**src/hw/rtl/nms_pkg.sv**
```systemverilog
`timescale 1ns / 1ps
// ----------------------------------------------------------------------------
// nms_pkg
// Shared types, constants and arithmetic helpers of the noise shaper.
// ----------------------------------------------------------------------------
package nms_pkg;

  // Random word width; scaled word is floor(2 * R * 2^16 / 2^RANDOM_BITS)
  localparam int RANDOM_BITS = 16;

  localparam int WPOS_W   = 17;   // scaled word, Q16 in 0..2
  localparam int W_W      = 18;   // centred word, signed Q16
  localparam int OUT_W    = 23;   // signed Q6.16 sample
  localparam int ACC_W    = 32;   // pole state, signed Q7.24
  localparam int PROD_W   = 44;   // input coefficient times centred word
  localparam int TERM_W   = 52;   // input term, scaled by 2^8
  localparam int DIRECT_W = 26;   // rounded direct term, signed Q1.24
  localparam int PADDR_W  = 4;

  localparam logic [WPOS_W-1:0] Q_ONE = WPOS_W'(65536);

  localparam logic signed [OUT_W-1:0] OUT_MAX = 23'sd4194303;
  localparam logic signed [OUT_W-1:0] OUT_MIN = -23'sd4194304;

  // Filter coefficients scaled by 2^24: Q0.24 poles, signed Q1.24 input and direct gains
  localparam logic [23:0]        C_SLOW_POLE = 24'd16737790;
  localparam logic signed [25:0] C_SLOW_IN   = 26'sd1661716;
  localparam logic [23:0]        C_MID_POLE  = 24'd16156459;
  localparam logic signed [25:0] C_MID_IN    = 26'sd4974720;
  localparam logic [23:0]        C_FAST_POLE = 24'd9563013;
  localparam logic signed [25:0] C_FAST_IN   = 26'sd17661229;
  localparam logic signed [25:0] C_DIRECT    = 26'sd3100430;

  // Register reset values
  localparam logic [18:0] HOLD_PERIOD_RST     = 19'd25100;
  localparam logic [16:0] OUT_LEVEL_RST       = 17'd32768;
  localparam logic [17:0] PULSE_THRESHOLD_RST = 18'd65536;

  typedef enum logic [1:0] {
    MODE_WHITE = 2'd0,
    MODE_HOLD  = 2'd1,
    MODE_PINK  = 2'd2,
    MODE_PULSE = 2'd3
  } mode_t;

  typedef enum logic [1:0] {
    REG_MODE            = 2'd0,
    REG_HOLD_PERIOD     = 2'd1,
    REG_OUT_LEVEL       = 2'd2,
    REG_PULSE_THRESHOLD = 2'd3
  } reg_idx_t;

  typedef struct packed {
    mode_t       mode;
    logic [18:0] hold_period;
    logic [16:0] out_level;
    logic [17:0] pulse_threshold;
  } cfg_t;

  // Precomputed per-item values handed from the front end to the core
  typedef struct packed {
    logic signed [OUT_W-1:0]    w_val;
    logic signed [OUT_W-1:0]    hold_val;
    logic signed [OUT_W-1:0]    pulse_val;
    logic signed [TERM_W-1:0]   slow_term;
    logic signed [TERM_W-1:0]   mid_term;
    logic signed [TERM_W-1:0]   fast_term;
    logic signed [DIRECT_W-1:0] direct;
  } item_t;

  // b * w * 2^8
  function automatic logic signed [TERM_W-1:0] in_term(
    input logic signed [25:0]    coef,
    input logic signed [W_W-1:0] w
  );
    logic signed [PROD_W-1:0] p;
    p = coef * w;
    return {p, 8'b0};
  endfunction

  // acc' = sat32(round((a * acc + term) / 2^24))
  function automatic logic signed [ACC_W-1:0] pole_step(
    input logic signed [ACC_W-1:0]  acc,
    input logic [23:0]              a,
    input logic signed [TERM_W-1:0] term
  );
    logic signed [56:0] prod;
    logic signed [58:0] v;
    logic signed [34:0] q;
    prod = $signed({1'b0, a}) * acc;
    v = 59'(prod) + 59'(term) + 59'sd8388608;
    q = v[58:24];
    if (q > 35'sd2147483647) begin
      return 32'sh7FFFFFFF;
    end else if (q < -35'sd2147483648) begin
      return 32'sh80000000;
    end
    return q[31:0];
  endfunction

  function automatic logic signed [OUT_W-1:0] sat_out(input logic signed [27:0] v);
    if (v > 28'(OUT_MAX)) begin
      return OUT_MAX;
    end else if (v < 28'(OUT_MIN)) begin
      return OUT_MIN;
    end
    return v[OUT_W-1:0];
  endfunction

endpackage

```
**src/hw/rtl/nms_core.sv**
```systemverilog
`timescale 1ns / 1ps
// ----------------------------------------------------------------------------
// nms_core
// State stage (hold counter, held value, three filter poles) followed by the
// output register that forms the final sample.
// ----------------------------------------------------------------------------
module nms_core (
  input  logic                          clk,
  input  logic                          rst,
  input  nms_pkg::cfg_t                 cfg,
  input  logic                          b_valid,
  input  nms_pkg::item_t                b_item,
  output logic                          c_free,
  output logic                          out_valid,
  input  logic                          out_stall,
  output logic signed [nms_pkg::OUT_W-1:0] sample_out
);

  logic                                  c_valid;
  logic                                  c_pink;
  logic signed [nms_pkg::OUT_W-1:0]      c_y;
  logic signed [nms_pkg::DIRECT_W-1:0]   c_direct;
  logic                                  d_free;
  logic                                  take_c;

  logic [18:0]                           hold_counter;
  logic [18:0]                           hold_counter_next;
  logic signed [nms_pkg::OUT_W-1:0]      held_value;
  logic signed [nms_pkg::OUT_W-1:0]      held_value_next;
  logic signed [nms_pkg::ACC_W-1:0]      pink_slow_acc;
  logic signed [nms_pkg::ACC_W-1:0]      pink_mid_acc;
  logic signed [nms_pkg::ACC_W-1:0]      pink_fast_acc;
  logic signed [nms_pkg::ACC_W-1:0]      pink_slow_acc_next;
  logic signed [nms_pkg::ACC_W-1:0]      pink_mid_acc_next;
  logic signed [nms_pkg::ACC_W-1:0]      pink_fast_acc_next;
  logic [18:0]                           cnt_inc;
  logic signed [nms_pkg::OUT_W-1:0]      c_y_next;
  logic signed [35:0]                    pink_sum;
  logic signed [nms_pkg::OUT_W-1:0]      pink_y;

  assign d_free = !out_valid || !out_stall;
  assign c_free = !c_valid || d_free;
  assign take_c = b_valid && c_free;

  always_comb begin
    cnt_inc            = hold_counter + 19'd1;
    hold_counter_next  = hold_counter;
    held_value_next    = held_value;
    pink_slow_acc_next = pink_slow_acc;
    pink_mid_acc_next  = pink_mid_acc;
    pink_fast_acc_next = pink_fast_acc;
    c_y_next           = b_item.w_val;
    unique case (cfg.mode)
      nms_pkg::MODE_WHITE: begin
        c_y_next = b_item.w_val;
      end
      nms_pkg::MODE_HOLD: begin
        if (cnt_inc > cfg.hold_period) begin
          hold_counter_next = '0;
          held_value_next   = b_item.hold_val;
        end else begin
          hold_counter_next = cnt_inc;
        end
        c_y_next = held_value_next;
      end
      nms_pkg::MODE_PINK: begin
        pink_slow_acc_next = nms_pkg::pole_step(pink_slow_acc, nms_pkg::C_SLOW_POLE,
                                                b_item.slow_term);
        pink_mid_acc_next  = nms_pkg::pole_step(pink_mid_acc, nms_pkg::C_MID_POLE,
                                                b_item.mid_term);
        pink_fast_acc_next = nms_pkg::pole_step(pink_fast_acc, nms_pkg::C_FAST_POLE,
                                                b_item.fast_term);
      end
      nms_pkg::MODE_PULSE: begin
        c_y_next = b_item.pulse_val;
      end
    endcase
  end

  // Pole states already hold the values left by the item in the state stage
  always_comb begin
    pink_sum = 36'(pink_slow_acc) + 36'(pink_mid_acc) + 36'(pink_fast_acc)
             + 36'(c_direct) + 36'sd128;
    pink_y   = nms_pkg::sat_out(pink_sum[35:8]);
  end

  always_ff @(posedge clk) begin
    if (rst) begin
      c_valid       <= 1'b0;
      out_valid     <= 1'b0;
      hold_counter  <= '0;
      held_value    <= '0;
      pink_slow_acc <= '0;
      pink_mid_acc  <= '0;
      pink_fast_acc <= '0;
    end else begin
      if (c_free) begin
        c_valid <= b_valid;
      end
      if (d_free) begin
        out_valid <= c_valid;
      end
      if (take_c) begin
        hold_counter  <= hold_counter_next;
        held_value    <= held_value_next;
        pink_slow_acc <= pink_slow_acc_next;
        pink_mid_acc  <= pink_mid_acc_next;
        pink_fast_acc <= pink_fast_acc_next;
      end
    end
    if (take_c) begin
      c_pink   <= (cfg.mode == nms_pkg::MODE_PINK);
      c_y      <= c_y_next;
      c_direct <= b_item.direct;
    end
    if (d_free && c_valid) begin
      sample_out <= c_pink ? pink_y : c_y;
    end
  end

endmodule

```
**config.mk**
```make
export PLATFORM = sky130hd
export DESIGN_NAME = nms_core
export DESIGN_NICKNAME = d
export VERILOG_FILES = /design/src/hw/rtl/nms_pkg.sv /design/src/hw/rtl/nms_core.sv
export SDC_FILE = /design/constraint.sdc
export NUM_CORES = 2
export LEC_CHECK = 0
export BUFFER_PORTS_ARGS = -buffer_cell sky130_fd_sc_hd__buf_2
export CAP_MARGIN = 5
export CORE_MARGIN = 4
export CORE_UTILIZATION = 60
export CTS_CLUSTER_SIZE = 10
export DETAILED_ROUTE_END_ITERATION = 10
export GPL_TIMING_DRIVEN = 0
export PLACE_DENSITY = 0.88
export RECOVER_POWER = 25
export SYNTH_ARGS = -nofsm -noshare
export SYNTH_HDL_FRONTEND = slang
export SYNTH_SLANG_ARGS = --single-unit
```
**constraint.sdc**
```tcl
create_clock -name clk -period 14.1 [get_ports clk]
set_input_delay 0.705 -clock clk [delete_from_list [all_inputs] [get_ports clk]]
set_output_delay 0.705 -clock clk [all_outputs]
set_load 0.05 [all_outputs]
```
---- After elaboration in Yosys (flattened, before gate mapping) ----
Cells that the tools add are included.
storage, ports and cells
  input port bits ......................... 311
  logic and storage cells ................. 73
  register bits ........................... 213
operators by class
  multiply operators ...................... 3
  $lt $le $gt $ge ......................... 9
  $add $sub $neg .......................... 11
  muxes and demuxes ....................... 27
  reduce and logical (&&, ||, !) cells .... 9
  equal/unequal tests ..................... 3
operators by type and width
  cell                    number
  $mux 32                 9
  $add 58x25->59 const B  3
  $add 57x52->58          3
  $mux 23                 5
  $mul 25x32->57 const A  2
  $gt 35x32->1 const B    3
  $lt 35x32->1 const B    3
  $mul 24x32->56 const A  1
  $pmux 23 s2             1
  $add 35x9->36 const B   1
  $add 34x26->35          1
  $add 33x32->34          1
  $add 32x32->33          1
  $gt 28x23->1 const B    1
  $lt 28x23->1 const B    1
  $add 19x1->19 const B   1
  $gt 19x19->1            1
  $mux 19                 1
  $mux 1                  11
  $eq 2x2->1 const B      2
  $reduce_and 2->1        2
  $logic_not 1->1         3
  $eq 2x1->1 const B      1
  $logic_and 1x1->1       2
  $logic_or 1x1->1        2

---- Logic depth before layout (Yosys ltp) ----
  word-level depth ........................ 9
  depth in mapped cells ................... 42

---- Least setup slack after synthesis ----
No wires, ideal clock.
  kind .................................... reg-to-reg
  from .................................... register pink_slow_acc[31] (netlist bit)
  to ...................................... register pink_slow_acc[0] (netlist bit)
  clock period less this slack ............ 10.228 ns
  library setup time ...................... 0.136 ns
  stages on the path, launching flop included .. 38
  arrival ................................. 10.092 ns
  data required time ...................... 13.964 ns
  slack ................................... 3.872 ns
  cell sequence ........................... dfxtp_1 -> clkbuf_1 -> buf_1 -> inv_1 -> fa_1 -> inv_1 -> fa_1 -> fa_1 -> fa_1 -> fa_1 -> inv_1 -> fa_1 -> inv_1 -> ha_1 -> nor2b_1 -> o21ai_0 -> nand2b_1 -> a21o_1 -> [... 2 more ...] -> a31oi_1 -> a21o_1 -> xor2_1 -> ha_1 -> ha_1 -> clkbuf_1 -> a21o_1 -> a21o_1 -> a21oi_1 -> o21ai_0 -> nand3_1 -> a21boi_0 -> a2111oi_0 -> a31oi_1 -> a21oi_1 -> o31a_1 -> clkbuf_1 -> o32ai_1
on the way
  longest elaborated chain between the ends .. 8
  elaborated cells between the ends (all ways) .. 10
RTL lines
  item                    line             text
  from (decl)             nms_core.sv:30   logic signed [nms_pkg::ACC_W-1:0] pink_slow_acc;
  from (signal assigned)  nms_core.sv:106  pink_slow_acc <= pink_slow_acc_next;
  $mul 24x32->56 *        nms_pkg.sv:90    prod = $signed({1'b0, a}) * acc;
  $add 57x52->58 *        nms_pkg.sv:91    v = 59'(prod) + 59'(term) + 59'sd8388608;
  $add 58x25->59 *        nms_pkg.sv:91
  $lt 35x32->1            nms_pkg.sv:95    end else if (q < -35'sd2147483648) begin
  $mux 1                  nms_pkg.sv:95
  $mux 1                  nms_pkg.sv:93    if (q > 35'sd2147483647) begin
  $mux 1                  nms_core.sv:53   unique case (cfg.mode)
  $mux 32 *               nms_pkg.sv:98    return q[31:0];
Mark *: on every way between the ends. The rest lies on a longest branch, timed or not. The select of a mux whose other input is x is not followed.
A chain may end at the register's enable or synchronous reset.

---- Worst setup path after layout ----
  from .................................... register pink_slow_acc[31] (netlist bit)
  to ...................................... register pink_slow_acc[2] (netlist bit)
Same word-level chain as after synthesis.

==> impl_metrics.ini <==
[critical_path]
arrival_ps = 12170
cpMostUsedCell = fa_1
critPathMaxFanout = 33
path_delay_family = adder cells
critPathLaunchType = flip-flop
r2r_setup_slack_ps = 2330
crit_type = reg -> reg
reg2reg_depth = 41
r2r_end = pink_slow_acc[2]
rr_startpoint = pink_slow_acc[31]
crit_slowest_cell = buf_1
end_kind = flip-flop
cp_slowest_stage_delay_ps = 670
path_depth = 41
critPathBufInv = 9
worstPathRequired_ps = 14500

[routing]
wl_per_cell_microns = 22.5
drc = 0
num_vias = 49500
firstDrtPassIters = 8
detail_route.iter0.violations = 4152
drt-total-wl_microns = 192000
vias_per_cell = 5.82
drt.antenna.violating_nets = 0

[timing]
finalHoldViolCount = 0
fmax_ghz = 0.0850
fin_skew_ps = 71.6
rsz0062_at_grt = false
period_share_pct = 83.5
final_max_slew_viol_count = 49
worstMarginPinSlew_ps = 1940
slew_headroom_pct = -29.4
min_period_ps = 11770
setup_viol = 0
final.setup.tns_ps = 0

[cells_and_area]
finalNonFillerCells = 8515
final_core_util_pct = 64.3
area_growth_pct = 6.34
nNetsFinal = 9826
drive_gt1_share_pct = 5.55
fin_area_sq_um = 70000

[die]
dieHeight_microns = 339
fp-row-count = 121
start_util_pct = 60.5
die_w_microns = 339
die-area_sq_um = 115000
core-area_sq_um = 109000
ios = 336

[global_routing]
grt-ovfl-total = 0
grt_max_degree = 44
grt_pass1_wl_microns = 296000
grtUsageTotal_pct = 33.4
grt_pass1_vias = 53600
antenna_found_initial = 13

[synthesis]
synthTopCellsByArea = fa_1 (40%), ha_1 (22%), inv_1 (11%)
synthFlopType = dfxtp_1
yosysMostFrequentCell = inv_1
synth_seq_area_share_pct = 7.59
netlist_top_cells_count = inv_1 (1881), fa_1 (1306), ha_1 (1135)
async_flop_share_pct = 0
synth_area_leader_cell = fa_1
synth_nets = 9494
synth_top_cell_area_share_pct = 39.7
synth-warning-count = 0
netlist_instances = 6742
synth_cell_types = 78
synth_area_sq_um = 65800
synth-edff-count = 73
syn_avg_cell_area_sq_um = 9.77
synth-seq-cells = 213

[worst_hold_path]
min_to = held_value[17]
hold_depth = 3
hold_path_class = in -> reg
hp-start = b_item[222]

[cts]
cts.sinks = 213
clk_pin_slew_ps = 70
clkLatencyLatePin_ps = 640
numCtsBuffers = 28
ctsHoldBuffers = 0
htreeDepth = 1
post_cts_buffers = 0
cts_resized = 0
root_buffer = clkbuf_16
clock_path_buffers = 3
cts_tree = yes

[placed_design]
place_congestion = 1.04
dp.cells = 8458
placed_area_sq_um = 69200
io_buffers = 297
dp_hpwl_microns = 167000

[run]
maxCapViolCount = 2

[run_status]
outcome = finished with violations
violations = capacitance limit, slew limit
==> cell usage in the layout (no fill, tap or decap), types with 73 or more instances in the layout <==
cell and instances:
xnor2_1 171, ha_1 1135, edfxtp_1 73, dfxtp_1 137
nand2_1 254, nor2_1 238, clkbuf_1 133, a21o_1 127
inv_1 1881, o21ai_0 178, buf_2 282, a21oi_1 282
xor2_1 80, fa_1 1306
==> registers in the layout, summed over array words and instances (netlist names) <==
| signal | cells |
|---|---|
| pink_fast_acc | 32 |
| pink_mid_acc | 32 |
| pink_slow_acc | 32 |
| c_direct | 26 |
| c_y | 23 |
| held_value | 23 |
| sample_out | 23 |
| hold_counter | 19 |
| c_pink | 1 |
| c_valid | 1 |
| out_valid | 1 |
==> layer usage <==
layer | GRT usage [%] | share of wire, % | wire length, microns | vias to the layer above
met4 | 17.3 | 6.5 | 12400 | 4
met2 | 54.0 | 46 | 87400 | 2440
met5 | 0 | 0.018 | 34 | -
met1 | 41.4 | 37 | 70700 | 24600
met3 | 9.03 | 11 | 21100 | 587
li1 | - | - | - | 21900
==> worst max-delay path by stage <==
stage	from	end	slack [ps]
after floorplan	pink_slow_acc[31]	pink_slow_acc[0]	3870
after global placement	pink_slow_acc[31]	pink_slow_acc[2]	1610
after detailed placement	pink_slow_acc[31]	pink_slow_acc[2]	2580
after CTS	pink_slow_acc[31]	pink_slow_acc[2]	2440
after global routing	pink_slow_acc[31]	pink_slow_acc[1]	1690
final	pink_slow_acc[31]	pink_slow_acc[2]	2330
==> final cells by class <==
type                       instances  area [sq um]
timing repair buffer             302          1520
buffer                           116           472
fill                            8404         38800
clock buffer                      42           795
multi-input combinational       4532         53300
clock inverter                     7          67.6
inverter                        1881          7060
tap                             1414          1770
antenna                            8          20.0
sequential                       213          5000
==> logic make-up (layout without fill, tap and decap cells) <==
logic type / after synthesis / after routing / synth area share, %
other: 0 / 8 / 0
XOR/XNOR: 251 / 251 / 3.34
adder cells (fa/ha/maj): 2441 / 2441 / 61.3
AND/OR/NAND/NOR: 820 / 820 / 5.86
multiplexers: 80 / 80 / 1.26
buffers and inverters: 1997 / 2348 / 11.4
AO/OA/AOI/OAI: 940 / 940 / 9.23
flip-flops: 213 / 213 / 7.59
==> worst min-delay path, cell delays in order <==
cell     delay [ps]
buf_2            90
mux2i_1          60
nor2_1           70
==> stage by stage <==
stage,hold slack [ps],setup WS (ps)
after floorplan,444,3870
after global placement,452,1610
after detailed placement,476,2580
after CTS,296,2440
after global routing,331,1690
final,309,2330
Power is not shown: default switching activity piles up to over one toggle a cycle in this logic, so the estimate is an artifact.
