## src/hw/rtl/nms_pkg.sv

```systemverilog
`timescale 1ns / 1ps
// ----------------------------------------------------------------------------
// nms_pkg
// Shared types, constants and arithmetic helpers of the noise shaper.
// ----------------------------------------------------------------------------
package nms_pkg;

  // Random word width; scaled word is floor(2 * R * 2^16 / 2^RANDOM_BITS)
  localparam int RANDOM_BITS = 16;

  localparam int WPOS_W   = 17;   // scaled word, Q16 in 0..2
  localparam int W_W      = 18;   // centred word, signed Q16
  localparam int OUT_W    = 23;   // signed Q6.16 sample
  localparam int ACC_W    = 32;   // pole state, signed Q7.24
  localparam int PROD_W   = 44;   // input coefficient times centred word
  localparam int TERM_W   = 52;   // input term, scaled by 2^8
  localparam int DIRECT_W = 26;   // rounded direct term, signed Q1.24
  localparam int PADDR_W  = 4;

  localparam logic [WPOS_W-1:0] Q_ONE = WPOS_W'(65536);

  localparam logic signed [OUT_W-1:0] OUT_MAX = 23'sd4194303;
  localparam logic signed [OUT_W-1:0] OUT_MIN = -23'sd4194304;

  // Filter coefficients scaled by 2^24: Q0.24 poles, signed Q1.24 input and direct gains
  localparam logic [23:0]        C_SLOW_POLE = 24'd16737790;
  localparam logic signed [25:0] C_SLOW_IN   = 26'sd1661716;
  localparam logic [23:0]        C_MID_POLE  = 24'd16156459;
  localparam logic signed [25:0] C_MID_IN    = 26'sd4974720;
  localparam logic [23:0]        C_FAST_POLE = 24'd9563013;
  localparam logic signed [25:0] C_FAST_IN   = 26'sd17661229;
  localparam logic signed [25:0] C_DIRECT    = 26'sd3100430;

  // Register reset values
  localparam logic [18:0] HOLD_PERIOD_RST     = 19'd25100;
  localparam logic [16:0] OUT_LEVEL_RST       = 17'd32768;
  localparam logic [17:0] PULSE_THRESHOLD_RST = 18'd65536;

  typedef enum logic [1:0] {
    MODE_WHITE = 2'd0,
    MODE_HOLD  = 2'd1,
    MODE_PINK  = 2'd2,
    MODE_PULSE = 2'd3
  } mode_t;

  typedef enum logic [1:0] {
    REG_MODE            = 2'd0,
    REG_HOLD_PERIOD     = 2'd1,
    REG_OUT_LEVEL       = 2'd2,
    REG_PULSE_THRESHOLD = 2'd3
  } reg_idx_t;

  typedef struct packed {
    mode_t       mode;
    logic [18:0] hold_period;
    logic [16:0] out_level;
    logic [17:0] pulse_threshold;
  } cfg_t;

  // Precomputed per-item values handed from the front end to the core
  typedef struct packed {
    logic signed [OUT_W-1:0]    w_val;
    logic signed [OUT_W-1:0]    hold_val;
    logic signed [OUT_W-1:0]    pulse_val;
    logic signed [TERM_W-1:0]   slow_term;
    logic signed [TERM_W-1:0]   mid_term;
    logic signed [TERM_W-1:0]   fast_term;
    logic signed [DIRECT_W-1:0] direct;
  } item_t;

  // b * w * 2^8
  function automatic logic signed [TERM_W-1:0] in_term(
    input logic signed [25:0]    coef,
    input logic signed [W_W-1:0] w
  );
    logic signed [PROD_W-1:0] p;
    p = coef * w;
    return {p, 8'b0};
  endfunction

  // acc' = sat32(round((a * acc + term) / 2^24))
  function automatic logic signed [ACC_W-1:0] pole_step(
    input logic signed [ACC_W-1:0]  acc,
    input logic [23:0]              a,
    input logic signed [TERM_W-1:0] term
  );
    logic signed [56:0] prod;
    logic signed [58:0] v;
    logic signed [34:0] q;
    prod = $signed({1'b0, a}) * acc;
    v = 59'(prod) + 59'(term) + 59'sd8388608;
    q = v[58:24];
    if (q > 35'sd2147483647) begin
      return 32'sh7FFFFFFF;
    end else if (q < -35'sd2147483648) begin
      return 32'sh80000000;
    end
    return q[31:0];
  endfunction

  function automatic logic signed [OUT_W-1:0] sat_out(input logic signed [27:0] v);
    if (v > 28'(OUT_MAX)) begin
      return OUT_MAX;
    end else if (v < 28'(OUT_MIN)) begin
      return OUT_MIN;
    end
    return v[OUT_W-1:0];
  endfunction

endpackage

```

## src/hw/rtl/nms_front.sv

```systemverilog
`timescale 1ns / 1ps
// ----------------------------------------------------------------------------
// nms_front
// Input register and product stage: scales the random word and forms every
// term that does not depend on filter or hold state.
// ----------------------------------------------------------------------------
module nms_front (
  input  logic                              clk,
  input  logic                              rst,
  input  logic                              in_valid,
  output logic                              in_stall,
  input  logic [nms_pkg::RANDOM_BITS-1:0]   random_word,
  input  nms_pkg::cfg_t                     cfg,
  output logic                              b_valid,
  output nms_pkg::item_t                    b_item,
  input  logic                              c_free
);

  logic                                 a_valid;
  logic [nms_pkg::RANDOM_BITS-1:0]      a_word;
  logic                                 a_free;
  logic                                 b_free;

  logic [nms_pkg::RANDOM_BITS+16:0]     ext;
  logic [nms_pkg::WPOS_W-1:0]           wpos;
  logic signed [nms_pkg::W_W-1:0]       w;
  logic [33:0]                          lvl_prod;
  logic signed [19:0]                   hold_cand;
  logic signed [nms_pkg::PROD_W-1:0]    dir_prod;
  logic signed [nms_pkg::TERM_W-1:0]    dir_term;
  logic signed [nms_pkg::TERM_W-1:0]    dir_round;
  logic signed [nms_pkg::OUT_W-1:0]     level_s;
  nms_pkg::item_t                       b_item_next;

  assign b_free   = !b_valid || c_free;
  assign a_free   = !a_valid || b_free;
  assign in_stall = !a_free;

  always_comb begin
    ext       = {a_word, 17'b0};
    wpos      = nms_pkg::WPOS_W'(ext >> nms_pkg::RANDOM_BITS);
    w         = $signed({1'b0, wpos}) - $signed({1'b0, nms_pkg::Q_ONE});
    lvl_prod  = cfg.out_level * wpos;
    hold_cand = $signed({2'b0, lvl_prod[33:16]}) - 20'sd65536;
    dir_prod  = nms_pkg::C_DIRECT * w;
    dir_term  = {dir_prod, 8'b0};
    dir_round = dir_term + 52'sd8388608;
    level_s   = $signed({6'b0, cfg.out_level});

    b_item_next.w_val     = nms_pkg::OUT_W'(w);
    b_item_next.hold_val  = nms_pkg::OUT_W'(hold_cand);
    b_item_next.pulse_val = ({1'b0, wpos} > cfg.pulse_threshold) ? level_s : -level_s;
    b_item_next.slow_term = nms_pkg::in_term(nms_pkg::C_SLOW_IN, w);
    b_item_next.mid_term  = nms_pkg::in_term(nms_pkg::C_MID_IN, w);
    b_item_next.fast_term = nms_pkg::in_term(nms_pkg::C_FAST_IN, w);
    b_item_next.direct    = dir_round[49:24];
  end

  always_ff @(posedge clk) begin
    if (rst) begin
      a_valid <= 1'b0;
      b_valid <= 1'b0;
    end else begin
      if (a_free) begin
        a_valid <= in_valid;
      end
      if (b_free) begin
        b_valid <= a_valid;
      end
    end
    if (a_free && in_valid) begin
      a_word <= random_word;
    end
    if (b_free && a_valid) begin
      b_item <= b_item_next;
    end
  end

endmodule

```

## config.mk

```make
export PLATFORM = sky130hd
export DESIGN_NAME = nms_front
export DESIGN_NICKNAME = d
export VERILOG_FILES = /design/src/hw/rtl/nms_pkg.sv /design/src/hw/rtl/nms_front.sv
export SDC_FILE = /design/constraint.sdc
export NUM_CORES = 2
export LEC_CHECK = 0
export BUFFER_PORTS_ARGS = -buffer_cell sky130_fd_sc_hd__buf_4
export CORE_AREA = 2 2 252 254
export DETAILED_ROUTE_END_ITERATION = 6
export DIE_AREA = 0 0 254 256
export PLACE_DENSITY = 0.88
export SLEW_MARGIN = 10
export SYNTH_ARGS = -nofsm -noshare
export SYNTH_HDL_FRONTEND = slang
export SYNTH_SLANG_ARGS = --single-unit
```

## constraint.sdc

```tcl
create_clock -name clk -period 14.2 [get_ports clk]
set_clock_uncertainty 0.15 [all_clocks]
set_input_delay 1.42 -clock clk [delete_from_list [all_inputs] [get_ports clk]]
set_output_delay 1.42 -clock clk [all_outputs]
set_load 0.01 [all_outputs]
```

=== Yosys cells after proc, flatten, opt, wreduce, memory -nomap -nowiden ===
Index checks and enable logic that the tools add are counted.

* Bits in registers: 227
* Bits in latches: 0
* RAM bits: 0
* Memory bits (read-only): 0
* Word-level logic and storage cells: 29
* Memories: 0

* Add/subtract/negate cells: 4
* Multipliers: 5
* Divide/modulo/power cells: 0
* Magnitude comparators: 1
* Equal/unequal tests: 0
* Shifts and indexed selects: 0
* Muxes and demuxes: 1
* Bitwise operators: 0
* Reductions and logical operators: 7

{| class="wikitable"
|+ Operator list
! operator !! count
|-
| $add 49x25->50 const B || 1
|-
| $mul 26x18->44 const A || 1
|-
| $mul 22x18->40 const A || 1
|-
| $mul 20x18->38 const A || 1
|-
| $mul 17x18->35 const A || 1
|-
| $mul 17x16->33 || 1
|-
| $neg 17->23 || 1
|-
| $sub 18x17->19 const B || 1
|-
| $gt 17x18->1 || 1
|-
| $sub 17x17->18 const B || 1
|-
| $mux 17 || 1
|-
| $logic_not 1->1 || 3
|-
| $logic_and 1x1->1 || 2
|-
| $logic_or 1x1->1 || 2
|}

=== Logic depth before layout (Yosys ltp) ===
* Depth in word-level cells: 4
* Gate-level depth with buffers: 30
* Gate-level depth less buffers: 28

=== Worst setup path after synthesis ===
OpenSTA, ideal clock, no wires.

* Kind: input port to flip-flop
* Start point: input port c_free
* End point: register b_item[0] (netlist name) (enable)
* Arrival time: 9808 ps
* Setup slack: 3479 ps
* Cell stages on the path: 2
* Path through: nor2b_1 -> nor2b_1

* Cells in the longest elaborated chain, start to end: 2

{| class="wikitable"
|+ Ends and longest elaborated chain
! item !! line !! source
|-
| start, declared || nms_front.sv:16 || <nowiki>input logic c_free</nowiki>
|-
| $logic_or 1x1->1 || nms_front.sv:35 || <nowiki>assign b_free = !b_valid || c_free;</nowiki>
|-
| $logic_and 1x1->1 || nms_front.sv:74 || <nowiki>if (b_free && a_valid) begin</nowiki>
|-
| end signal, assigned || nms_front.sv:75 || <nowiki>b_item <= b_item_next;</nowiki>
|-
| end, declared || nms_front.sv:15 || <nowiki>output nms_pkg::item_t b_item,</nowiki>
|}

Every way passes these cells.
A chain may end at the register's enable or synchronous reset.

==> summary.txt <==
Logic synthesis
  – Post-synth design cell area: a little under 40,000 um2
  – Post-synthesis area per instance: 10.2 um2
  – EDFF count, synth: 205
  – Synth Register Bits: 207
  – Number of unique standard cell types used by synthesis: 81
  – Share of the synthesized area in the top cell type: around 33%
  – Async set-or-reset flop fraction in the synthesized netlist: 0%
  – Synth Flop Type: sky130_fd_sc_hd__edfxtp_1
  – Leading cell type by number of instances after synthesis: sky130_fd_sc_hd__inv_1
  – Post-synth top area cell: sky130_fd_sc_hd__fa_1
  – Warnings from Yosys: 0
  – Share of synthesized area occupied by flip-flops and latches: between 15 and 20%
  – Biggest area contributors in the synthesized netlist: sky130_fd_sc_hd__fa_1 (33%), sky130_fd_sc_hd__ha_1 (21%), sky130_fd_sc_hd__edfxtp_1 (16%)
  – Number of cells produced by synthesis: 3,803
  – Most frequent cells after synthesis: sky130_fd_sc_hd__inv_1 (917), sky130_fd_sc_hd__ha_1 (649), sky130_fd_sc_hd__fa_1 (647), sky130_fd_sc_hd__nand2_1 (254), sky130_fd_sc_hd__edfxtp_1 (205)

Floorplanning
  – Die outline area: 65,000 um2
  – Site Rows: 92
  – Std-Cell Core Area: between 60,000 and 70,000 um2
  – Ports: 329
  – Die width: 254 um
  – Chip height: about 260 um
  – Effective utilization at floorplan: around 62%

Global route
  – Wire length of the first global-routing pass: 161,000 um
  – Maximum number of pins on one net before global-route repair: 76
  – Initial antenna violation count: 2
  – Gr usage total: 32.4%
  – Total grt overflow: 0
  – Via count of the first global-routing pass: about 30,000

Worst setup path
  – Crit end category: flop
  – Maximum net fanout on the critical path: 19
  – CP startpoint kind: flop
  – Data required, critical path: 14.40 ns
  – Critical path arrival: 9.10 ns
  – Worst Path Class, Setup: reg -> reg

Route
  – Number of antenna-violating nets in the routed design: 0
  – Iter 0 DRT Violations: 2,032
  – DR pass1 iterations: 7
  – DRT met1 WL: 37,100 um
  – Residual DRC: 0
  – Total wire length after detailed routing: 102,000 um
  – Avg Vias per Cell: 5.72
  – Average routed wire per standard cell: a little over 20 um
  – Number of vias after detailed routing: ~28,000
  – Met3 routed WL: 8870 um
  – Routed wire length on met2: 49,200 um
  – Highest metal layer with signal wires: met5

Clock tree
  – Cts hold-fix bufs: 0
  – Number of gates resized after CTS: 0
  – Clock root buffer: sky130_fd_sc_hd__clkbuf_16
  – Total CTS buffers: 24
  – Number of buffers inserted by post-CTS setup repair: 0
  – Clock slew at the register clock pins of the worst setup and hold paths: 0.07 ns
  – Sink count of the clock tree: a little over 200
  – CTS tree: yes
  – Depth of the CTS H-tree: 1
  – Clock latency at the later pin of the worst-skew pair: 0.61 ns
  – Bufs on Longest Clock Path: 3

Place
  – Half-perimeter wire length of the detailed placement result: 80,700 um
  – RePlAce Congestion: about 1.1
  – Port-buffer cells: 270

Layout
  – Number of inserted diodes: 0
  – Share of post-route cells with drive strength above 1: just over 9%
  – FILL cells: 4,648
  – Final #Nets: approximately 5,400
  – Layout area overhead: 8.97%

Flow run
  – Max-Cap Viols: 0

Run status
  – Outcome: finished, final reports clean

Worst hold path
  – Path category of the worst min-delay check: reg -> reg

STA
  – Slew of the pin with the lowest slew margin: around 1.2 ns
  – Slew Limit Headroom: 22.2%
  – Maximum achievable frequency: 112 MHz
  – Final TNS setup: 0 ns
  – Final-report max-slew violation count: 0
  – Hold Fails Final Rpt: 0
  – Total setup violations reported at the end of the flow: 0
  – Unrepaired setup endpoints after global routing: no
  – Crit share post-route: 62.7%
  – Clock period minus final worst setup slack: 8.91 ns
-- cell type report --
class	count	area (um2)	area share, %
sequential	207	6200	14.6
clock inverter	14	175	0.413
clock buffer	28	616	1.45
multi-input combinational	2580	28700	67.6
inverter	918	3450	8.12
tap	846	1060	2.49
timing repair buffer	299	2240	5.29
-- state kept, by name, indices dropped and copies added, names as in the netlist --
register / flops
a_valid: 1
a_word: 16
b_item: 189
b_valid: 1
-- final timing paths --
kind	start	end	slack (ns)	cells past startpoint
setup / recovery	a_word[9]	b_item[68]	5.29	24
hold / removal	a_valid	b_valid	0.35	2
setup reg to reg	a_word[9]	b_item[68]	5.29	24
hold reg to reg	a_valid	b_valid	0.35	2
-- metrics by stage --
step                utilization [%]  instances  worst slack [ns]  hold WS [ns]  instance area [um2]
floorplan                         -       3839              3.48         0.296                39100
global placement               66.7       4850              5.42         0.323                41600
detailed placement             66.7       4850              5.31         0.341                41600
CTS                            68.0       4892              5.51         0.354                42400
global route                   68.0       4892              4.99         0.400                42400
finish                         68.0       4892              5.29         0.351                42400
-- logic make-up after synthesis --
| family | Yosys count | synth area share [%] |
|---|---|---|
| AO/OA/AOI/OAI | 420 | 7.12 |
| buffers and inverters | 1052 | 10.8 |
| multiplexers | 1 | 0.0257 |
| flip-flops | 207 | 15.9 |
| XOR/XNOR | 165 | 3.71 |
| other | 1 | 0.00963 |
| AND/OR/NAND/NOR | 661 | 8.35 |
| adder cells (fa/ha/maj) | 1296 | 54.1 |
-- critical path: stages (launching register included) --
cell and delay, ns:
sky130_fd_sc_hd__edfxtp_1 0.83, sky130_fd_sc_hd__buf_4 0.48, sky130_fd_sc_hd__inv_1 0.42, sky130_fd_sc_hd__ha_1 0.53
sky130_fd_sc_hd__inv_1 0.25, sky130_fd_sc_hd__ha_1 0.44, sky130_fd_sc_hd__inv_1 0.11, sky130_fd_sc_hd__fa_1 0.49
sky130_fd_sc_hd__inv_1 0.06, sky130_fd_sc_hd__fa_1 0.55, sky130_fd_sc_hd__inv_1 0.06, sky130_fd_sc_hd__fa_1 0.47
sky130_fd_sc_hd__inv_1 0.05, sky130_fd_sc_hd__fa_1 0.43, sky130_fd_sc_hd__ha_1 0.36, sky130_fd_sc_hd__a21o_1 0.19
sky130_fd_sc_hd__a211o_1 0.30, sky130_fd_sc_hd__a211oi_1 0.57, sky130_fd_sc_hd__o2111ai_1 0.54, sky130_fd_sc_hd__a31oi_1 0.34
sky130_fd_sc_hd__nor2b_1 0.08, sky130_fd_sc_hd__o21ai_0 0.32, sky130_fd_sc_hd__nand2b_1 0.12, sky130_fd_sc_hd__a21oi_1 0.22
sky130_fd_sc_hd__xnor2_1 0.26
-- per-layer routing --
layer	up-vias	global-route usage, %
met5	-	0
met4	4	17.2
met3	376	6.28
met2	1234	54.2
met1	13900	39.6
li1	12400	-
-- cells in the final DEF (no fill, tap or decap), types with 5 or more instances in the layout --
cell                        count
sky130_fd_sc_hd__inv_1        917
sky130_fd_sc_hd__ha_1         649
sky130_fd_sc_hd__fa_1         647
sky130_fd_sc_hd__buf_4        299
sky130_fd_sc_hd__nand2_1      254
sky130_fd_sc_hd__edfxtp_1     205
sky130_fd_sc_hd__a21oi_1      131
sky130_fd_sc_hd__xnor2_1      129
sky130_fd_sc_hd__nor2_1       109
sky130_fd_sc_hd__and2_1        88
sky130_fd_sc_hd__o21ai_0       68
sky130_fd_sc_hd__a21o_1        63
sky130_fd_sc_hd__nand3_1       37
sky130_fd_sc_hd__conb_1        37
sky130_fd_sc_hd__xor2_1        36
sky130_fd_sc_hd__nor3_1        29
sky130_fd_sc_hd__o21a_1        28
sky130_fd_sc_hd__nor2b_1       27
sky130_fd_sc_hd__clkbuf_16     24
sky130_fd_sc_hd__nand2b_1      23
sky130_fd_sc_hd__o21bai_1      22
sky130_fd_sc_hd__nand4_1       19
sky130_fd_sc_hd__or2_2         17
sky130_fd_sc_hd__o31ai_1       14
sky130_fd_sc_hd__and3_1        12
sky130_fd_sc_hd__a211oi_1      11
sky130_fd_sc_hd__a31oi_1       10
sky130_fd_sc_hd__nor4_1         8
sky130_fd_sc_hd__and4_1         8
sky130_fd_sc_hd__o41ai_1        7
sky130_fd_sc_hd__o211ai_1       6
sky130_fd_sc_hd__o21ai_1        6
sky130_fd_sc_hd__clkinv_1       6
sky130_fd_sc_hd__a211o_1        5
sky130_fd_sc_hd__or3_1          5
Power is left out: the tool's default activity adds up to more than one toggle a clock period on the data nets, which glitch-free logic cannot reach.
