File: config.mk
export PLATFORM = sky130hd
export DESIGN_NAME = nms_regs
export DESIGN_NICKNAME = d
export VERILOG_FILES = /design/src/hw/rtl/nms_pkg.sv /design/src/hw/rtl/nms_regs.sv
export SDC_FILE = /design/constraint.sdc
export NUM_CORES = 1
export LEC_CHECK = 0
export ABC_CLOCK_PERIOD_IN_PS = 1300
export BUFFER_PORTS_ARGS = -buffer_cell sky130_fd_sc_hd__buf_2
export CORE_UTILIZATION = 40
export CTS_CLUSTER_DIAMETER = 40
export DETAILED_ROUTE_END_ITERATION = 7
export PLACE_DENSITY = 0.66
export SLEW_MARGIN = 30
export SYNTH_ARGS = -nofsm -noshare
export SYNTH_HDL_FRONTEND = slang
export SYNTH_SLANG_ARGS = --single-unit
File: constraint.sdc
create_clock -name clk -period 1.3 [get_ports clk]
set_clock_uncertainty 0.1 [all_clocks]
set_input_delay 0.13 -clock clk [delete_from_list [all_inputs] [get_ports clk]]
set_output_delay 0.13 -clock clk [all_outputs]
set_load 0.01 [all_outputs]
File: src/hw/rtl/nms_pkg.sv
`timescale 1ns / 1ps
// ----------------------------------------------------------------------------
// nms_pkg
// Shared types, constants and arithmetic helpers of the noise shaper.
// ----------------------------------------------------------------------------
package nms_pkg;

  // Random word width; scaled word is floor(2 * R * 2^16 / 2^RANDOM_BITS)
  localparam int RANDOM_BITS = 16;

  localparam int WPOS_W   = 17;   // scaled word, Q16 in 0..2
  localparam int W_W      = 18;   // centred word, signed Q16
  localparam int OUT_W    = 23;   // signed Q6.16 sample
  localparam int ACC_W    = 32;   // pole state, signed Q7.24
  localparam int PROD_W   = 44;   // input coefficient times centred word
  localparam int TERM_W   = 52;   // input term, scaled by 2^8
  localparam int DIRECT_W = 26;   // rounded direct term, signed Q1.24
  localparam int PADDR_W  = 4;

  localparam logic [WPOS_W-1:0] Q_ONE = WPOS_W'(65536);

  localparam logic signed [OUT_W-1:0] OUT_MAX = 23'sd4194303;
  localparam logic signed [OUT_W-1:0] OUT_MIN = -23'sd4194304;

  // Filter coefficients scaled by 2^24: Q0.24 poles, signed Q1.24 input and direct gains
  localparam logic [23:0]        C_SLOW_POLE = 24'd16737790;
  localparam logic signed [25:0] C_SLOW_IN   = 26'sd1661716;
  localparam logic [23:0]        C_MID_POLE  = 24'd16156459;
  localparam logic signed [25:0] C_MID_IN    = 26'sd4974720;
  localparam logic [23:0]        C_FAST_POLE = 24'd9563013;
  localparam logic signed [25:0] C_FAST_IN   = 26'sd17661229;
  localparam logic signed [25:0] C_DIRECT    = 26'sd3100430;

  // Register reset values
  localparam logic [18:0] HOLD_PERIOD_RST     = 19'd25100;
  localparam logic [16:0] OUT_LEVEL_RST       = 17'd32768;
  localparam logic [17:0] PULSE_THRESHOLD_RST = 18'd65536;

  typedef enum logic [1:0] {
    MODE_WHITE = 2'd0,
    MODE_HOLD  = 2'd1,
    MODE_PINK  = 2'd2,
    MODE_PULSE = 2'd3
  } mode_t;

  typedef enum logic [1:0] {
    REG_MODE            = 2'd0,
    REG_HOLD_PERIOD     = 2'd1,
    REG_OUT_LEVEL       = 2'd2,
    REG_PULSE_THRESHOLD = 2'd3
  } reg_idx_t;

  typedef struct packed {
    mode_t       mode;
    logic [18:0] hold_period;
    logic [16:0] out_level;
    logic [17:0] pulse_threshold;
  } cfg_t;

  // Precomputed per-item values handed from the front end to the core
  typedef struct packed {
    logic signed [OUT_W-1:0]    w_val;
    logic signed [OUT_W-1:0]    hold_val;
    logic signed [OUT_W-1:0]    pulse_val;
    logic signed [TERM_W-1:0]   slow_term;
    logic signed [TERM_W-1:0]   mid_term;
    logic signed [TERM_W-1:0]   fast_term;
    logic signed [DIRECT_W-1:0] direct;
  } item_t;

  // b * w * 2^8
  function automatic logic signed [TERM_W-1:0] in_term(
    input logic signed [25:0]    coef,
    input logic signed [W_W-1:0] w
  );
    logic signed [PROD_W-1:0] p;
    p = coef * w;
    return {p, 8'b0};
  endfunction

  // acc' = sat32(round((a * acc + term) / 2^24))
  function automatic logic signed [ACC_W-1:0] pole_step(
    input logic signed [ACC_W-1:0]  acc,
    input logic [23:0]              a,
    input logic signed [TERM_W-1:0] term
  );
    logic signed [56:0] prod;
    logic signed [58:0] v;
    logic signed [34:0] q;
    prod = $signed({1'b0, a}) * acc;
    v = 59'(prod) + 59'(term) + 59'sd8388608;
    q = v[58:24];
    if (q > 35'sd2147483647) begin
      return 32'sh7FFFFFFF;
    end else if (q < -35'sd2147483648) begin
      return 32'sh80000000;
    end
    return q[31:0];
  endfunction

  function automatic logic signed [OUT_W-1:0] sat_out(input logic signed [27:0] v);
    if (v > 28'(OUT_MAX)) begin
      return OUT_MAX;
    end else if (v < 28'(OUT_MIN)) begin
      return OUT_MIN;
    end
    return v[OUT_W-1:0];
  endfunction

endpackage

File: src/hw/rtl/nms_regs.sv
`timescale 1ns / 1ps
// ----------------------------------------------------------------------------
// nms_regs
// Configuration register file behind an APB-style port.
// ----------------------------------------------------------------------------
module nms_regs (
  input  logic                         clk,
  input  logic                         rst,
  input  logic                         psel,
  input  logic                         penable,
  input  logic                         pwrite,
  input  logic [nms_pkg::PADDR_W-1:0]  paddr,
  input  logic [31:0]                  pwdata,
  output logic [31:0]                  prdata,
  output logic                         pready,
  output nms_pkg::cfg_t                cfg
);

  nms_pkg::reg_idx_t idx;
  logic              wr_en;

  assign idx    = nms_pkg::reg_idx_t'(paddr[3:2]);
  assign wr_en  = psel && penable && pwrite;
  assign pready = 1'b1;

  always_ff @(posedge clk) begin
    if (rst) begin
      cfg.mode            <= nms_pkg::MODE_WHITE;
      cfg.hold_period     <= nms_pkg::HOLD_PERIOD_RST;
      cfg.out_level       <= nms_pkg::OUT_LEVEL_RST;
      cfg.pulse_threshold <= nms_pkg::PULSE_THRESHOLD_RST;
    end else if (wr_en) begin
      unique case (idx)
        nms_pkg::REG_MODE:            cfg.mode <= nms_pkg::mode_t'(pwdata[1:0]);
        nms_pkg::REG_HOLD_PERIOD:     cfg.hold_period <= pwdata[18:0];
        nms_pkg::REG_OUT_LEVEL:       cfg.out_level <= pwdata[16:0];
        nms_pkg::REG_PULSE_THRESHOLD: cfg.pulse_threshold <= pwdata[17:0];
      endcase
    end
  end

  always_comb begin
    unique case (idx)
      nms_pkg::REG_MODE:            prdata = {30'b0, cfg.mode};
      nms_pkg::REG_HOLD_PERIOD:     prdata = {13'b0, cfg.hold_period};
      nms_pkg::REG_OUT_LEVEL:       prdata = {15'b0, cfg.out_level};
      nms_pkg::REG_PULSE_THRESHOLD: prdata = {14'b0, cfg.pulse_threshold};
    endcase
  end

endmodule

### Yosys cells after proc, flatten, opt, wreduce, memory -nomap -nowiden

Cells that the tools add are included.

* equality and inequality tests: 3
* reductions and logical operators: 7
* multiplexer cells: 1

Operators by type and width (count)
* $pmux 32 s4: 1
* $reduce_and 2->1: 4
* $eq 2x2->1 const B: 2
* $eq 2x1->1 const B: 1
* $logic_and 1x1->1: 2
* $logic_not 2->1: 1

* output and inout port bits: 89
* register bits after elaboration: 56
* logic and storage cells: 15
* bits of input ports: 41

### Depth between registers and ports, before layout

Gate-level depths: netlist of the first run.

* depth after elaboration: 3
* gate-level depth with buffers: 6
* mapped depth without buffers: 3

### Least setup slack after synthesis of the first run

OpenSTA, ideal clock, no wires.

* path type: input to output
* start point: input port paddr[2] in the netlist's numbering
* end point: output port prdata[10]
* data arrival time: 0.997 ns
* path buffers: 2
* setup slack: 0.073 ns
* stages on the path: 4
* data required time: 1.070 ns
* path through: buf_4 buf_2 mux2_2 a22o_1

* cells in the longest elaborated chain, start to end: 2

RTL lines
* start: declaration: line nms_regs.sv:12 `input logic [nms_pkg::PADDR_W-1:0] paddr,`
* $eq 2x2->1, or another cell as far along: line nms_regs.sv:43 `unique case (idx)`
* $pmux 32 s4 (*): line nms_regs.sv:43
* end: declaration: line nms_regs.sv:14 `output logic [31:0] prdata,`

Every way passes the cells marked *; elsewhere a longest branch is shown, timed or not. The select of a mux whose other input is x is not followed.

### Final worst setup path of the first run

* start point: register cfg[0] in the netlist's numbering
* end point: output port prdata[0]

* cells in the longest elaborated chain, start to end: 1

RTL lines
* start: declaration: line nms_regs.sv:16 `output nms_pkg::cfg_t cfg`
* $pmux 32 s4: line nms_regs.sv:43

Every way passes these cells. The select of a mux whose other input is x is not followed.

==> reports/results.ini, run 1 <==
[synthesis]
ys_types=30
synth_area_um2=2860
syn_inst=270
yosysTopAreaCellShare_pct=39.2
ys_warn_count=0
ys_top_cells_by_count=nand2b_1, dfxtp_1, mux2i_1
synthArstFlopShare_pct=0
synth_area_leaders=dfxtp_1, mux2i_1, nand2b_1
netlist.top_cell.by_area=dfxtp_1
avgSynthCellArea_um2=10.6
synth-seq-area-share_pct=39.2
synth_most_common_cell=nand2b_1
synth_edf_count=0
ys.flop_type=dfxtp_1
synth-seq-cells=56

[critical_path]
r2r.worst_path.cells=4
worstPathArrival_ns=1.26
worstPathRequired_ns=1.07
end_kind=output port
reg2reg_slack_ns=0.37
worstSetupPathType=flop to output port
crit-reg2reg-launch=cfg[8]
cp_cell_sequence=mux4_2 > buf_6
cp_max_fo=2
cp_slowest_cell=mux4_2
max_stage_delay_ns=0.48
critPathLaunchType=flop
r2r-end=cfg[8]

[placement]
dp.final_hpwl_um=4810
dpl_cell_area_um2=3490
gp_congestion=0.715
pre_cts_slack_ns=-0.0567
port_buffers=100

[floorplan]
fp.dieW_um=86.6
die_area_um2=7500
core-area_um2=6870
io_pins=130
rows=30
fp.dieH_um=86.6
initial_utilization_pct=41.7

[clocking]
cts-buffers-inserted=5
clk_pin_slew_ns=0.10
cts_tree=yes
worstSkewPairLatency_ns=0.31
htree_levels=2
clock-sinks=56
cts-root-buf=clkbuf_8
clockBufferDepth=2

[layout]
final_cell_area_um2=3940
final_nets=447
areaGrowthSynthToFinish_pct=37.5
largest_register_ffs=56
layout-drive-gt1-share_pct=55.3
reg_top3=cfg (56)
top_register=cfg
diodes=0

[worst_hold_path]
hold_path.startpoint=pwdata[17]
hold_end=cfg[17]
hp-class=input port to flop
hold_depth=3

[routing]
drt_pass1_iterations=4
wire_per_inst_um=14.6
remaining_drc_errors=0
drtAntennaViolNets=0
first_iter_violations=75
totalWireLength_um=7340
post_drt_via_cell_ratio=4.81
vias=2419

[power]
power_density_nw_per_um2=864
p_leak_nw=2.04
vdd_drop_max_uv=544

[global_routing]
grt_use_total_pct=19.5
grt_pass1_vias=2314
grt_pass1_wl_um=11300
grt_overflow=0
grt_start_max_net_pins=77
antenna_found_initial=0

[sta]
setup_slack_ns=-0.185
finalCritPeriodShare_pct=114
max_freq_mhz=673
hold_viol_final=0
rsz0062_at_grt=true
finalMaxSlewViolations=0
fin_crit_ns=1.49
setup_viol=17

[outcome]
status=finished with violations
violations=negative setup slack

[flow_run]
maxCapViolations=0

worst max path at each step:
stage	from	endpoint	slack [ns]	depth (start not counted)
2_1_floorplan	paddr[2]	prdata[10]	0.07	4
3_3_place_gp	paddr[2]	prdata[9]	-0.05	5
3_5_place_dp	paddr[2]	prdata[9]	-0.06	5
4_1_cts	cfg[0]	prdata[0]	-0.19	2
5_1_grt	cfg[0]	prdata[0]	-0.21	2
6_report	cfg[0]	prdata[0]	-0.19	2
worst max-delay path: cells and delay by family (launching register included):
family   cells  cell delay, ns
mux          1            0.48
flops        1            0.33
buf+inv      1            0.14
layout by cell type (no fill, tap or decap), drive strengths merged, types with 2 or more instances in the layout:
| cell | n |
|---|---|
| buf | 147 |
| nand2b | 66 |
| dfxtp | 56 |
| mux2i | 51 |
| a22o | 15 |
| mux2 | 15 |
| conb | 14 |
| and3 | 7 |
| clkbuf | 6 |
| a211o | 5 |
| nor2 | 4 |
| dlygate4sd3 | 4 |
| nand3 | 3 |
| mux4 | 2 |
| nor2b | 2 |
| and2 | 2 |
layer usage:
metal  global-route usage (%)  routed length, um
met1                     24.2               3340
met2                     34.4               3600
met3                     4.10                319
met4                     5.00                 77
met5                        0                  0
cells by family after synthesis:
| family | Yosys count | synth area share [%] |
|---|---|---|
| AND/OR/NAND/NOR | 88 | 20.2 |
| multiplexers | 68 | 25.3 |
| flip-flops | 56 | 39.2 |
| buffers and inverters | 34 | 8.26 |
| AO/OA/AOI/OAI | 22 | 6.82 |
| other | 2 | 0.262 |
per-stage QoR:
step | instances | utilization [%] | hold WS, ns | total power, W | setup TNS (ns)
after floorplan | 282 | - | 0.177 | 0.00207 | 0
after global placement | 462 | 50.8 | 0.287 | 0.00219 | -0.317
after detailed placement | 462 | 50.8 | 0.296 | 0.00220 | -0.532
after CTS | 499 | 56.8 | 0.000619 | 0.00343 | -2.62
after global routing | 503 | 57.3 | 0.0101 | 0.00353 | -3.18
final | 503 | 57.3 | 0.00103 | 0.00340 | -2.45
area by class of cell:
cell class                      count  area, um^2
Clock buffer                        6        82.6
Tap cell                           96         120
Sequential cell                    56        1170
Timing Repair Buffer              151         968
Fill cell                         643        2930
Clock inverter                      2        38.8
Multi-Input combinational cell    192        1560
power by group:
group	switching (W)	total (W)	internal, W
logic	0.000217	0.000435	0.000218
clock network	0.000582	0.00121	0.000631
registers	0.0000154	0.00176	0.00174
total	0.000815	0.00340	0.00259
what timing repair did:
item                                   in CTS  in global routing
hold buffers                                4                  0
setup buffers                              25                  4
gates resized for setup                    39                  2
endpoints found under the hold margin       5                  0
setup endpoints to repair                  17                 17
(Power assumes the default switching activity.)
==> inputs of run 2 (changes only) <==
--- a/config.mk
+++ b/config.mk
@@ -7,10 +7,10 @@
 export LEC_CHECK = 0
 export ABC_CLOCK_PERIOD_IN_PS = 1300
 export BUFFER_PORTS_ARGS = -buffer_cell sky130_fd_sc_hd__buf_2
-export CORE_UTILIZATION = 40
+export CORE_UTILIZATION = 35
 export CTS_CLUSTER_DIAMETER = 40
 export DETAILED_ROUTE_END_ITERATION = 7
-export PLACE_DENSITY = 0.66
+export PLACE_DENSITY = 0.59
 export SLEW_MARGIN = 30
 export SYNTH_ARGS = -nofsm -noshare
 export SYNTH_HDL_FRONTEND = slang
==> run 2 against run 1 <==
  * The run still ends with negative setup slack left
  * Die area is 14% higher
  * First-iteration DRC count down 29%
  * Hold slack better by 0.0061 ns
  * Worst setup slack gained 0.024 ns
  * Critical path depth is the same
  * Count of clock-buffer cells in the layout rose by 1
  * Non-clock buffer count is 1 lower
  * Power grew 1.4%
  * Via count decreased by 2.1%
  * Cell count up 0.99%
  * Fmax up 1.6%
==> reports/results.ini, run 2 (synthesis gave the netlist of run 1 again) <==
[critical_path]
r2r.worst_path.cells=1
crit_start=cfg[0]
end_kind=output port
worstSetupPathType=flop to output port
crit-reg2reg-launch=cfg[37]
critPathLaunchType=flop
worstPathArrival_ns=1.23
crit_path_end=prdata[0]
cp_max_fo=2
reg2reg_slack_ns=0.46
r2r-end=cfg[37]
worstPathRequired_ns=1.07

[power]
power.switching_w=0.000803
vdd_drop_max_uv=464
switching_share_pct=23.3
clkPwrFrac_pct=36.2
power_density_nw_per_um2=868
combPwrFrac_pct=13.0
p_seq_share_pct=50.9
p_leak_nw=2.06
p_int_w=0.00265

[global_routing]
grt_pass1_wl_um=11700
grt_use_total_pct=17.5
grt_start_max_net_pins=40
grt_pass1_vias=2345
antenna_found_initial=0
grt_overflow=0

[routing]
drt_pass1_iterations=4
totalWireLength_um=7450
remaining_drc_errors=0
wire_per_inst_um=14.7
first_iter_violations=53
drtAntennaViolNets=0
vias=2368
post_drt_via_cell_ratio=4.66

[floorplan]
die_area_um2=8550
core-area_um2=7810
fp.dieW_um=92.4
fp.dieH_um=92.4
io_pins=130
rows=32
initial_utilization_pct=36.7

[layout]
final_cells=508
diodes=0
layout-drive-gt1-share_pct=54.9
largest_register_ffs=56
final_nets=446
reg_top3=cfg (56)
top_register=cfg
areaGrowthSynthToFinish_pct=38.9
final_common_cell=buf_2
mostFrequentLayoutCells=buf_2, nand2b_1, mux2i_1
final_util_pct=50.9

[outcome]
violations=negative setup slack
status=finished with violations

[sta]
hold_viol_final=0
max_freq_mhz=684
finalMaxSlewViolations=0
fin_crit_ns=1.46
setup_viol=17
finalCritPeriodShare_pct=112
rsz0062_at_grt=true
setup_slack_ns=-0.162
setup_tns_ns=-2.35

[clocking]
htree_levels=2
clockBufferDepth=2
cts_tree=yes
cts-buffers-inserted=5
worstSkewPairLatency_ns=0.31
clock-sinks=56
clk_pin_slew_ns=0.10
cts-root-buf=clkbuf_8

[placement]
placedCellCount=467
port_buffers=100
dp.final_hpwl_um=5180
gp_congestion=0.721

[worst_hold_path]
hold_depth=3
hp-class=input port to flop

[flow_run]
maxCapViolations=0

[run 2: worst max-delay path, cell delays in order (launching register included)]
cell and delay (ns):
dfxtp_2 0.33, mux4_2 0.46, buf_6 0.14
[run 2: final cells by class]
cell class	count	area (um^2)
fill	763	3830
multi-input combinational	192	1580
sequential	56	1160
timing repair buffer	150	973
tap	102	128
clock buffer	7	96.3
clock inverter	1	30.0
[run 2: power groups by stage]
| stage | Sequential [W] | Combinational (W) | Clock (W) |
|---|---|---|---|
| 6_report | 0.00176 | 0.000448 | 0.00125 |
| 5_1_grt | 0.00176 | 0.000488 | 0.00136 |
| 4_1_cts | 0.00176 | 0.000446 | 0.00128 |
| 3_5_place_dp | 0.00180 | 0.000413 | 0 |
| 3_3_place_gp | 0.00180 | 0.000408 | 0 |
| 2_1_floorplan | 0.00180 | 0.000264 | 0 |
[run 2: repair_timing]
item,4_1_cts,5_1_grt
hold buffers,4,0
setup buffers,26,3
gates resized for setup,38,8
setup endpoints to repair,17,19
hold endpoints to repair,4,0
[run 2: routing by layer]
metal / vias to the layer above / global-route usage [%] / part of all wire, %
met3: 4 / 3.61 / 4.8
met2: 67 / 30.2 / 48
met5: - / 0 / 0
met1: 1125 / 22.1 / 46
li1: 1172 / - / -
met4: 0 / 4.30 / 0.83
[run 2: how the worst min path moves through the flow]
stage / startpoint / endpoint / slack, ns
3_3_place_gp: pwdata[18] / cfg[53] / 0.29
3_5_place_dp: pwdata[18] / cfg[53] / 0.30
5_1_grt: pwdata[16] / cfg[34] / 0.02
2_1_floorplan: pwdata[18] / cfg[53] / 0.18
6_report: pwdata[16] / cfg[34] / 0.007
4_1_cts: pwdata[13] / cfg[13] / 0.002
[run 2: through the flow]
step                hold slack, ns  area (um^2)  setup WS [ns]  total power, W
floorplan                    0.177         2910         0.0725         0.00207
global placement             0.287         3500        -0.0368         0.00220
detailed placement           0.299         3500        -0.0465         0.00221
CTS                        0.00189         3930         -0.177         0.00348
global route                0.0180         3980         -0.206         0.00361
finish                     0.00714         3980         -0.162         0.00345
